File: config.mk
export PLATFORM = sky130hd
export DESIGN_NAME = keypad_debounce_release_detect_top
export DESIGN_NICKNAME = d
export VERILOG_FILES = /design/src/design/kpd_pkg.sv /design/src/design/kpd_input_stage.sv /design/src/design/kpd_scan_core.sv /design/src/design/kpd_output_stage.sv /design/src/design/keypad_debounce_release_detect_top.sv
export SDC_FILE = /design/constraint.sdc
export NUM_CORES = 1
export LEC_CHECK = 0
export ABC_AREA = 1
export ABC_CLOCK_PERIOD_IN_PS = 6000
export BUFFER_PORTS_ARGS = -buffer_cell sky130_fd_sc_hd__buf_2
export CORE_ASPECT_RATIO = 1.75
export CORE_UTILIZATION = 40
export DETAILED_ROUTE_END_ITERATION = 8
export PLACE_DENSITY = 0.65
export SYNTH_ARGS = -nofsm -noshare
export SYNTH_HDL_FRONTEND = slang
export SYNTH_SLANG_ARGS = --single-unit
File: constraint.sdc
create_clock -name clk -period 6 [get_ports clk]
set_input_delay 0.6 -clock clk [delete_from_list [all_inputs] [get_ports clk]]
set_output_delay 0.6 -clock clk [all_outputs]
set_load 0.005 [all_outputs]
File: src/design/kpd_pkg.sv
// Shared types and constants for the keypad debounce and release detector.
// No dependencies; every design file refers to this package by scoped names.
`timescale 1ns / 1ps
`default_nettype none

package kpd_pkg;

  localparam int KEY_COUNT = 16;
  localparam int KEY_IDX_W = 4;
  localparam int CHAR_W    = 7;

  typedef logic [KEY_COUNT-1:0] key_vec_t;
  typedef logic [KEY_IDX_W-1:0] key_idx_t;
  typedef logic [CHAR_W-1:0]    key_char_t;

  typedef struct packed {
    logic      valid;
    key_idx_t  key_index;
    key_char_t key_char;
  } release_t;

  function automatic key_char_t key_legend(input key_idx_t idx);
    key_char_t c;
    unique case (idx)
      4'd0:    c = 7'h31;  // '1'
      4'd1:    c = 7'h32;  // '2'
      4'd2:    c = 7'h33;  // '3'
      4'd3:    c = 7'h41;  // 'A'
      4'd4:    c = 7'h34;  // '4'
      4'd5:    c = 7'h35;  // '5'
      4'd6:    c = 7'h36;  // '6'
      4'd7:    c = 7'h42;  // 'B'
      4'd8:    c = 7'h37;  // '7'
      4'd9:    c = 7'h38;  // '8'
      4'd10:   c = 7'h39;  // '9'
      4'd11:   c = 7'h43;  // 'C'
      4'd12:   c = 7'h2a;  // '*'
      4'd13:   c = 7'h30;  // '0'
      4'd14:   c = 7'h23;  // '#'
      4'd15:   c = 7'h44;  // 'D'
      default: c = 7'h00;
    endcase
    return c;
  endfunction

endpackage

`default_nettype wire

File: src/design/kpd_input_stage.sv
// Input register for one scan tick of sampled key levels.
// Depends on kpd_pkg for the key vector type.
`timescale 1ns / 1ps
`default_nettype none

module kpd_input_stage (
  input  wire logic              clk,
  input  wire logic              rst_n,
  input  wire logic              in_valid,
  input  wire kpd_pkg::key_vec_t in_key_levels,
  output logic                   in_stall,
  input  wire logic              adv,
  output logic                   tick_valid,
  output kpd_pkg::key_vec_t      tick_levels
);

  logic              valid_r, valid_nxt;
  kpd_pkg::key_vec_t levels_r;
  logic              take;

  assign in_stall = valid_r && !adv;
  assign take     = in_valid && !in_stall;

  always_comb begin
    valid_nxt = valid_r;
    if (take) begin
      valid_nxt = 1'b1;
    end else if (adv) begin
      valid_nxt = 1'b0;
    end
  end

  always_ff @(posedge clk) begin
    if (!rst_n) begin
      valid_r <= 1'b0;
    end else begin
      valid_r <= valid_nxt;
    end
  end

  always_ff @(posedge clk) begin
    if (take) begin
      levels_r <= in_key_levels;
    end
  end

  assign tick_valid  = valid_r;
  assign tick_levels = levels_r;

endmodule

`default_nettype wire

File: src/design/kpd_scan_core.sv
// Per-key level histories, held flags and the lowest-index release pick.
// Depends on kpd_pkg for types and the keypad legend.
`timescale 1ns / 1ps
`default_nettype none

module kpd_scan_core #(
  parameter int HISTORY_BITS = 8
) (
  input  wire logic              clk,
  input  wire logic              rst_n,
  input  wire logic              adv,
  input  wire kpd_pkg::key_vec_t tick_levels,
  output kpd_pkg::release_t      rel
);

  typedef logic [HISTORY_BITS-1:0] hist_t;

  hist_t             hist_r   [kpd_pkg::KEY_COUNT];
  hist_t             hist_nxt [kpd_pkg::KEY_COUNT];
  kpd_pkg::key_vec_t held_r, held_nxt;
  kpd_pkg::key_vec_t all_ones, all_zero, rel_cand;
  logic              seen;
  kpd_pkg::key_idx_t pick;

  always_comb begin
    for (int k = 0; k < kpd_pkg::KEY_COUNT; k++) begin
      hist_nxt[k] = {hist_r[k][HISTORY_BITS-2:0], tick_levels[k]};
      all_ones[k] = &hist_nxt[k];
      all_zero[k] = ~|hist_nxt[k];
      rel_cand[k] = all_zero[k] && held_r[k];
    end
  end

  // Check keys in index order; stop after the first release.
  always_comb begin
    seen     = 1'b0;
    pick     = '0;
    held_nxt = held_r;
    for (int k = 0; k < kpd_pkg::KEY_COUNT; k++) begin
      if (!seen) begin
        if (all_ones[k]) begin
          held_nxt[k] = 1'b1;
        end else if (all_zero[k]) begin
          held_nxt[k] = 1'b0;
        end
        if (rel_cand[k]) begin
          pick = kpd_pkg::key_idx_t'(k);
        end
      end
      seen = seen | rel_cand[k];
    end
  end

  assign rel.valid     = seen;
  assign rel.key_index = pick;
  assign rel.key_char  = kpd_pkg::key_legend(pick);

  always_ff @(posedge clk) begin
    if (!rst_n) begin
      held_r <= '0;
      for (int k = 0; k < kpd_pkg::KEY_COUNT; k++) begin
        hist_r[k] <= '0;
      end
    end else if (adv) begin
      held_r <= held_nxt;
      for (int k = 0; k < kpd_pkg::KEY_COUNT; k++) begin
        hist_r[k] <= hist_nxt[k];
      end
    end
  end

endmodule

`default_nettype wire

File: src/design/kpd_output_stage.sv
// Result register holding one released key until the receiver takes it.
// Depends on kpd_pkg for the release struct.
`timescale 1ns / 1ps
`default_nettype none

module kpd_output_stage (
  input  wire logic              clk,
  input  wire logic              rst_n,
  input  wire logic              adv,
  input  wire kpd_pkg::release_t rel,
  output logic                   slot_ready,
  output logic                   out_valid,
  input  wire logic              out_stall,
  output kpd_pkg::key_idx_t      out_key_index,
  output kpd_pkg::key_char_t     out_key_char
);

  logic               valid_r, valid_nxt;
  kpd_pkg::key_idx_t  index_r;
  kpd_pkg::key_char_t char_r;

  assign slot_ready = !valid_r || !out_stall;

  always_comb begin
    valid_nxt = valid_r;
    if (adv) begin
      valid_nxt = rel.valid;
    end else if (!out_stall) begin
      valid_nxt = 1'b0;
    end
  end

  always_ff @(posedge clk) begin
    if (!rst_n) begin
      valid_r <= 1'b0;
    end else begin
      valid_r <= valid_nxt;
    end
  end

  always_ff @(posedge clk) begin
    if (adv && rel.valid) begin
      index_r <= rel.key_index;
      char_r  <= rel.key_char;
    end
  end

  assign out_valid     = valid_r;
  assign out_key_index = index_r;
  assign out_key_char  = char_r;

endmodule

`default_nettype wire

File: src/design/keypad_debounce_release_detect_top.sv
// Keypad debounce and release detector, top level.
// Depends on kpd_pkg, kpd_input_stage, kpd_scan_core and kpd_output_stage.
//
// Input channel (in_valid / in_stall / in_key_levels): one transfer is one scan
// tick of sixteen sampled key levels, bit k = row*4 + column, 1 = pressed.
// Every key shifts its level into a HISTORY_BITS-wide history; a full history
// of ones marks the key held, and a history of zeros on a held key releases it.
// Result channel (out_valid / out_stall / out_key_index / out_key_char): one
// transfer per reported release, lowest index first, at most one per tick.
// Ticks that release nothing produce no transfer.
// Path: a tick goes through the input register, then the result register;
// out_valid rises once the result register has taken the tick's release.
// Throughput: one tick per cycle while out_stall holds no pending result, set
// by the combinational history update and priority pick between the registers.
// While out_stall holds a pending result, one further tick can wait in the
// input register; in_stall rises only when that register is also full.
// Reset (rst_n low, synchronous) clears all histories, all held flags and both
// valid registers.
`timescale 1ns / 1ps
`default_nettype none

module keypad_debounce_release_detect_top #(
  parameter int HISTORY_BITS = 8
) (
  input  wire logic               clk,
  input  wire logic               rst_n,
  input  wire logic               in_valid,
  output logic                    in_stall,
  input  wire kpd_pkg::key_vec_t  in_key_levels,
  output logic                    out_valid,
  input  wire logic               out_stall,
  output kpd_pkg::key_idx_t       out_key_index,
  output kpd_pkg::key_char_t      out_key_char
);

  logic              tick_valid;
  kpd_pkg::key_vec_t tick_levels;
  logic              slot_ready;
  logic              adv;
  kpd_pkg::release_t rel;

  assign adv = tick_valid && slot_ready;

  kpd_input_stage u_in (
    .clk          (clk),
    .rst_n        (rst_n),
    .in_valid     (in_valid),
    .in_key_levels(in_key_levels),
    .in_stall     (in_stall),
    .adv          (adv),
    .tick_valid   (tick_valid),
    .tick_levels  (tick_levels)
  );

  kpd_scan_core #(
    .HISTORY_BITS(HISTORY_BITS)
  ) u_core (
    .clk        (clk),
    .rst_n      (rst_n),
    .adv        (adv),
    .tick_levels(tick_levels),
    .rel        (rel)
  );

  kpd_output_stage u_out (
    .clk          (clk),
    .rst_n        (rst_n),
    .adv          (adv),
    .rel          (rel),
    .slot_ready   (slot_ready),
    .out_valid    (out_valid),
    .out_stall    (out_stall),
    .out_key_index(out_key_index),
    .out_key_char (out_key_char)
  );

  a_rel_lands: assert property (@(posedge clk) disable iff (!rst_n)
    adv && rel.valid |=> out_valid)
    else $error("release not registered at output");

  a_char_matches: assert property (@(posedge clk) disable iff (!rst_n)
    out_valid |-> out_key_char == kpd_pkg::key_legend(out_key_index))
    else $error("key_char does not match key_index");

  a_stall_keeps_tick: assert property (@(posedge clk) disable iff (!rst_n)
    in_stall |-> tick_valid && !slot_ready)
    else $error("input stalled without a blocked tick");

  a_reset_clears: assert property (@(posedge clk)
    !rst_n |=> !out_valid && !tick_valid)
    else $error("reset did not clear valid registers");

endmodule

`default_nettype wire
---- After elaboration in Yosys (flattened, before gate mapping) ----
Memory sizes are Yosys's and may differ from the RTL's. A register that Yosys moved wholly into a read port is not among the register bits.
Cells that the tools add are included.
cells by class
  equality and inequality tests ........... 17
  mux-type cells .......................... 86
  bitwise operators ....................... 46
  reductions and logical operators ........ 90
operators with widths
  kind                  count
  $mux W8               16
  $reduce_and A8 Y1     16
  $reduce_or A8 Y1      16
  $mux W4               29
  $reduce_and A3 Y1     15
  $mux W1               41
  $ne A2 B1 Y1 const B  17
  $or A1 B1 Y1          31
  $logic_and A1 B1 Y1   20
  $logic_not A1 Y1      20
  $not A1 Y1            15
  $reduce_and A2 Y1     1
  $reduce_bool A2 Y1    1
  $logic_or A1 B1 Y1    1
word-level totals
  bits in registers ....................... 38
  RAM bits ................................ 128
  ROM bits ................................ 112
  input port bits ......................... 20
  output and inout port bits .............. 13
  word-level logic and storage cells ...... 261
  memories ................................ 2
memories
  memory           depth  bits a word  read ports  clocked after Yosys merged registers in  wr ports  line                 source
  u_core.hist_r    16     8            16          0                                        16        kpd_scan_core.sv:18  hist_t hist_r [kpd_pkg::KEY_COUNT];
  (no name shown)  16     7            1           1                                        0         kpd_pkg.sv:24        unique case (idx)

---- Logic depth before layout (Yosys ltp) ----
Gate-level depths: netlist (run 1).
An unclocked memory read counts as a cell.
  depth in word-level cells ............... 34
  gate-level depth with buffers ........... 20
  gate-level depth less buffers ........... 20

---- Modules after synthesis ----
From an unflattened synthesis (run 1), not the netlist that was laid out.
second synthesis, totals
  cell total of the unflattened synthesis .. 739
  area total of the unflattened synthesis .. 7141.8 um^2
by module, submodules not included
  module                              times used  cells each  area each (um^2)  sequential area each (um^2)
  kpd_scan_core                       1           694         6216.0            3683.5
  kpd_input_stage                     1           24          530.5             500.5
  kpd_output_stage                    1           19          387.9             350.3
  keypad_debounce_release_detect_top  1           2           7.5               0.0

---- Worst setup path before layout (run 1) ----
Ideal clock, no wire load.
  path kind ............................... input to register
  from .................................... in rst_n
  to ...................................... mem u_core.hist_r[0][0] in the netlist's numbering (enable)
  data arrival time ....................... 3.016 ns
  data required time ...................... 4.995 ns
  path slack .............................. 1.979 ns
  stages .................................. 3
  path buffers ............................ 2
  cells stage by stage .................... clkbuf_1 > clkbuf_1 > nand2_1
RTL lines
  what                line                                      source
  start: declaration  keypad_debounce_release_detect_top.sv:26  input wire logic rst_n,
  end: declaration    kpd_scan_core.sv:18

==> run summary, run 1 <==
Outcome: finished clean
Max Cap Viol: 0
DP Area: 7600 sq um
Core box area: 17500 sq um
# diodes: 0
Max clock buf depth: 2
Htree depth: 4
Cts hold-fix bufs: 0
CP peak stage delay: 0.46 ns
WP data required: 6.18 ns
Routed len/inst: 11.9 microns
Final worst slack: 3.22 ns
Global-route wire length before repair: 21000 microns
Area delta synth->final: 14.1%
Util after Layout: 0.467
CTS tree: yes
Cell taking the most area after synthesis: edfxtp_1
Crit Reg-Reg Endpoint: u_out.out_key_char[1]$_DFFE_PP_
Setup crit end kind: flip-flop
Seq cells post-synth: 157
Worst-path clk slew: 0.07 ns
Netlist cell types: 33
CTS root buf: clkbuf_16
CP Class: flip-flop to flip-flop
Initial antenna violation count: 0
Final Wtd Congestion: 0.818
Detailed-route wire length: 12300 microns
Peak Freq: 360 MHz
Postcts setup bufs: 0
Total power draw: 2.48 mW
Clock Skew: 0.00853 ns
Worst rel slew slack: 0.417
Unrepaired setup endpoints after global routing: no
Die area: 18500 sq um
Total track usage: 0.150
Finish-stage setup viols: 0
Crit path capture: u_out.out_key_char[1]$_DFFE_PP_
Final Instance Area: 8190 sq um
Fin. max-slew vios: 0
# nets final: 814
CP startpoint: u_core.hist_r[0][10]$_SDFFCE_PN0P_
CP max-delay cell: nor4_1
Share of the synthesized area in the top cell type: 0.582
Crit-path cells: nor2_1 -> nand2_1 -> nor2_1 -> nand2_2 -> nand2_4 -> nor2_8 -> nand2_1 -> inv_2 -> nand2_1 -> nor2_1 -> nor4_1 -> ha_1 -> inv_1 -> nand3_2 -> nand2_1 -> inv_1 -> nand2_1 -> nand2_1
Worst Path Buf+Inv: 3
Total negative slack: 0 ns
Clk_lat worst skew: 0.42 ns
Inst Count DP: 1000
Syn Nets: 774
Largest cells by area after synthesis: edfxtp_1 (58%), nor2_1 (8.4%), inv_1 (8.0%), nand2_1 (6.4%), dfxtp_1 (5.0%)
Sequential share of the synthesized area: 0.632
Ys async rst share: 0
Hold violation total from the final report: 0
CP dominant cell by count: nand2_1
Fin crit period: 2.78 ns
Peak VDD IR: 197 uV
Fin crit share: 0.463
Vias post-DR: 4806
I/O pin total: 33
Die Wd: 103 microns
Remaining Overflow, GRT: 0
Pre-CTS setup slack: 3.19 ns
Syn Inst Count: 748
PwrDens: 303 nW/um^2
HPWL after detailed placement: 8450 microns
Post-synth top cells: nor2_1 (160), inv_1 (153), edfxtp_1 (139)
Filler Cell Count: 1646
Startpoint types: flip-flop
Hold_ws: 0.345 ns
Die Span Y: 179 microns
Synthesized area: 7170 sq um
Initial core utilization: 0.409
Main synth FF type: edfxtp_1
PostCTS Resize Cnt: 0
Pin count of the biggest net entering global routing: 72
Vias in the first global route: 4692
Slew @ Worst Pin: 0.874 ns
Critical path arrival: 2.96 ns
Fraction of layout cells with a size suffix above 1: 0.120
Synth warnings: 0
Reg2Reg Setup Slack: 3.22 ns
Critical Path Stages: 18
DR vias/cell: 4.66
Hold Path Class: primary input to flip-flop
Post-DRT Antenna Nets: 0
Starting DRT DRC Count: 214
Mean Syn Cell Area: 9.59 sq um
DRC violations left: 0
CP max FO: 9
Number of synthesized flops with an enable pin: 139
Non-filler cells, final: 1032
CP delay by family, top: simple AND/OR/NAND/NOR gates
Pleak: 3.57 nW
CTS sink cnt: 157
Row count: 64
R2R cell count: 18
Cell with the most instances after synthesis: nor2_1
CTS Buf Count: 17
Worst r2r src: u_core.hist_r[0][10]$_SDFFCE_PN0P_
IO buf count: 32
1st-pass router iterations: 4
-- registers in the layout, indices dropped and copies added, names as in the netlist --
register and flops:
u_in.tick_levels 16, u_core.hist_r 112, u_core.held_r 16, u_in.tick_valid 1, u_out.out_key_index 4, u_out.out_key_char 7
u_out.out_valid 1
-- cells by family after synthesis --
group / Yosys count / synth area share
buffers and inverters: 170 / 0.0897
AOI/OAI and AO/OA: 35 / 0.0291
adders and majority gates: 6 / 0.0105
and+or+nand+nor: 380 / 0.239
DFF: 157 / 0.632
-- how the worst min path moves through the flow --
| stage | depth (start not counted) | slack, ns | startpoint | to |
|---|---|---|---|---|
| floorplan | 2 | 0.42 | u_core.held_r[10]$_SDFFE_PN0P_ | u_core.held_r[10]$_SDFFE_PN0P_ |
| global placement | 2 | 0.44 | u_core.held_r[10]$_SDFFE_PN0P_ | u_core.held_r[10]$_SDFFE_PN0P_ |
| detailed placement | 2 | 0.44 | u_core.held_r[10]$_SDFFE_PN0P_ | u_core.held_r[10]$_SDFFE_PN0P_ |
| CTS | 1 | 0.32 | in_key_levels[6] | u_in.tick_levels[6]$_DFFE_PP_ |
| global route | 1 | 0.33 | in_key_levels[5] | u_in.tick_levels[5]$_DFFE_PP_ |
| finish | 1 | 0.34 | in_key_levels[6] | u_in.tick_levels[6]$_DFFE_PP_ |
-- worst reg2reg max path: cells and delay by family, from the launching register on --
kind                     cells  cell delay [ns]
adder cells (fa/ha/maj)      1             0.32
buffers and inverters        3             0.19
flip-flops                   1             0.41
AND/OR/NAND/NOR             14             1.62
-- routing by layer --
layer	track usage	vias up	routed length, microns
li1	-	2488	-
met1	0.167	2232	5150
met2	0.261	72	6570
met3	0.0265	14	267
met4	0.0933	0	265
met5	0	-	0
-- cells in the final DEF (no fill, tap or decap), drive strengths merged --
cell,count
inv,161
ha,6
a32oi,1
o2111ai,2
nor3,9
o22ai,1
clkinvlp,3
clkinv,4
o21ai,10
o41ai,1
nor4,6
nor2,171
a21oi,17
edfxtp,139
bufinv,2
clkbuf,18
nand3,27
nand2,134
dfxtp,18
nand3b,1
nand4,32
a21boi,1
o211ai,2
buf,35
-- where the power goes --
part	switching [mW]	internal (mW)
Sequential	0.0390	1.26
Clock	0.447	0.621
Combinational	0.0798	0.0329
Total	0.566	1.91
-- cell type report --
cell class              instances  area [sq um]  area share
multi-input cells             421          2010       0.245
clock buffers                  18           429      0.0524
repair buffers                 35           183      0.0223
well taps                     231           289      0.0353
clock inverters                14           159      0.0194
inverters                     156           586      0.0715
flip-flops and latches        157          4530       0.554
Power figures use the tool's default switching activity.
==> run 2: changes to the inputs <==
- ABC_CLOCK_PERIOD_IN_PS: 6000 -> 2700
- clock period: 6 -> 2.7 ns (I/O delays scaled with it)
==> run 2 against run 1 <==
Die area is the same; sequential share of layout area shrank 0.96 points; design area grew 1.8%; cell count grew 1.6%; critical endpoint unchanged; fmax grew 11%; utilization grew 0.82 points; non-clock buffer count grew 16; flip-flop and latch count is the same; critical path depth shrank 2; global-route usage grew 0.45 points; first-iteration DRC count shrank 4.2%.
==> run summary, run 2 (synthesis gave the netlist of run 1 again) <==
Outcome: finished clean
Die area: 18500 sq um
CP Class: flip-flop to flip-flop
Sequential share of power: 0.540
Routed len/inst: 12.2 microns
DRC violations left: 0
CTS root buf: clkbuf_16
Htree depth: 4
Combinational Power Share: 0.051
Final Instance Area: 8330 sq um
Switch Pwr: 1.27 mW
Fin. max-slew vios: 0
CP dominant cell by count: nand2_1
Total negative slack: 0 ns
Hold violation total from the final report: 0
Final Wtd Congestion: 0.775
Fin crit share: 0.925
Most common cell after layout, fill and taps aside: nor2_1
Register with the most flip-flops: u_core.hist_r
HPWL after detailed placement: 8840 microns
Fin crit period: 2.50 ns
Filler Cell Count: 1654
Detailed-route wire length: 12800 microns
Clock Skew: 0.0110 ns
Startpoint types: flip-flop
Hold Path Class: primary input to flip-flop
CP max-delay cell: edfxtp_1
Fraction of layout cells with a size suffix above 1: 0.137
CTS sink cnt: 157
# diodes: 0
Peak Freq: 400 MHz
Hold path depth: 1
Total track usage: 0.155
Global-route wire length before repair: 21500 microns
Vias post-DR: 4816
WP data required: 2.88 ns
Final worst slack: 0.203 ns
CP max FO: 9
Pin count of the biggest net entering global routing: 78
Area delta synth->final: 16.1%
Core box area: 17500 sq um
Switching part of the total: 0.237
Clk_lat worst skew: 0.42 ns
Row count: 64
DP Area: 7700 sq um
Remaining Overflow, GRT: 0
CTS Buf Count: 17
Inst Count DP: 1010
Vias in the first global route: 4679
Die Wd: 103 microns
Setup crit end kind: flip-flop
DR vias/cell: 4.60
Max Cap Viol: 0
Max clock buf depth: 2
CP peak stage delay: 0.41 ns
Pleak: 3.65 nW
Initial antenna violation count: 0
Peak VDD IR: 364 uV
Max FFs per register: 112
R2R cell count: 16
Worst rel slew slack: 0.596
Internal power: 4.07 mW
Pre-CTS setup slack: 0.0875 ns
Finish-stage setup viols: 0
Post-DRT Antenna Nets: 0
Crit-path cells: nor2_1 -> nand2_1 -> nor2_2 -> nand2_4 -> nand2_4 -> nor2_8 -> nand4_1 -> nand2_2 -> nor4_4 -> ha_1 -> inv_1 -> nand3_2 -> nand2_1 -> inv_1 -> nand2_1 -> nand2_1
Clock power frac: 0.409
Most frequent cells in the layout: nor2_1 (159), inv_1 (153), edfxtp_1 (139)
CTS tree: yes
1st-pass router iterations: 4
Die Span Y: 179 microns
I/O pin total: 33
Starting DRT DRC Count: 205
Slew @ Worst Pin: 0.606 ns
Non-filler cells, final: 1048
Critical path arrival: 2.67 ns
Worst-path clk slew: 0.07 ns
PwrDens: 640 nW/um^2
Unrepaired setup endpoints after global routing: no
Initial core utilization: 0.409
# nets final: 830
IO buf count: 32
[run 2: final timing paths]
| kind | from | endpoint | slack (ns) |
|---|---|---|---|
| worst max-delay path | u_core.hist_r[0][5]$_SDFFCE_PN0P_ | u_out.out_key_char[1]$_DFFE_PP_ | 0.20 |
| worst min-delay path | in_key_levels[14] | u_in.tick_levels[14]$_DFFE_PP_ | 0.02 |
| worst max register to register | u_core.hist_r[0][5]$_SDFFCE_PN0P_ | u_out.out_key_char[1]$_DFFE_PP_ | 0.20 |
| worst min register to register | u_core.held_r[10]$_SDFFE_PN0P_ | u_core.held_r[10]$_SDFFE_PN0P_ | 0.44 |
[run 2: timing repair]
item                       4_1_cts  5_1_grt
hold buffers                     5        0
setup endpoints to repair        0        2
buffers inserted                 0        1
resized for setup                0        8
hold endpoints to repair         5        0
[run 2: final cells by class]
class / instances / area, sq um / share of cell area
Clock inverter: 15 / 114 / 0.0137
Multi-Input combinational cell: 421 / 2040 / 0.245
Tap cell: 231 / 289 / 0.0347
Clock buffer: 17 / 425 / 0.0511
Inverter: 156 / 586 / 0.0703
Timing Repair Buffer: 51 / 340 / 0.0409
Sequential cell: 157 / 4530 / 0.544
[run 2: power groups by stage]
| stage | logic [mW] | registers, mW | clock network [mW] |
|---|---|---|---|
| 4_1_cts | 0.279 | 2.88 | 2.23 |
| 6_report | 0.272 | 2.88 | 2.18 |
| 3_3_place_gp | 0.267 | 2.93 | 0 |
| 5_1_grt | 0.318 | 2.90 | 2.33 |
| 3_5_place_dp | 0.272 | 2.93 | 0 |
| 2_1_floorplan | 0.187 | 2.91 | 0 |
[run 2: worst max-delay path: cells and delay by family, from the launching register on]
family | cells | cell delay (ns)
buffers and inverters | 2 | 0.13
flip-flops | 1 | 0.41
adder cells (fa/ha/maj) | 1 | 0.27
AND/OR/NAND/NOR | 13 | 1.45
[run 2: per-layer routing]
metal,global-route usage,part of all wire,vias up
li1,-,-,2509
met4,0.0716,0.022,0
met2,0.276,0.54,62
met5,0,0,-
met3,0.0327,0.025,20
met1,0.173,0.42,2225
[run 2: per-stage QoR]
stage          hold slack, ns  total power [mW]  utilization
5_1_grt               0.00550              5.55        0.475
3_5_place_dp            0.438              3.20        0.439
6_report               0.0203              5.33        0.475
3_3_place_gp            0.435              3.20        0.439
4_1_cts               0.00324              5.39        0.473
2_1_floorplan           0.369              3.10            -
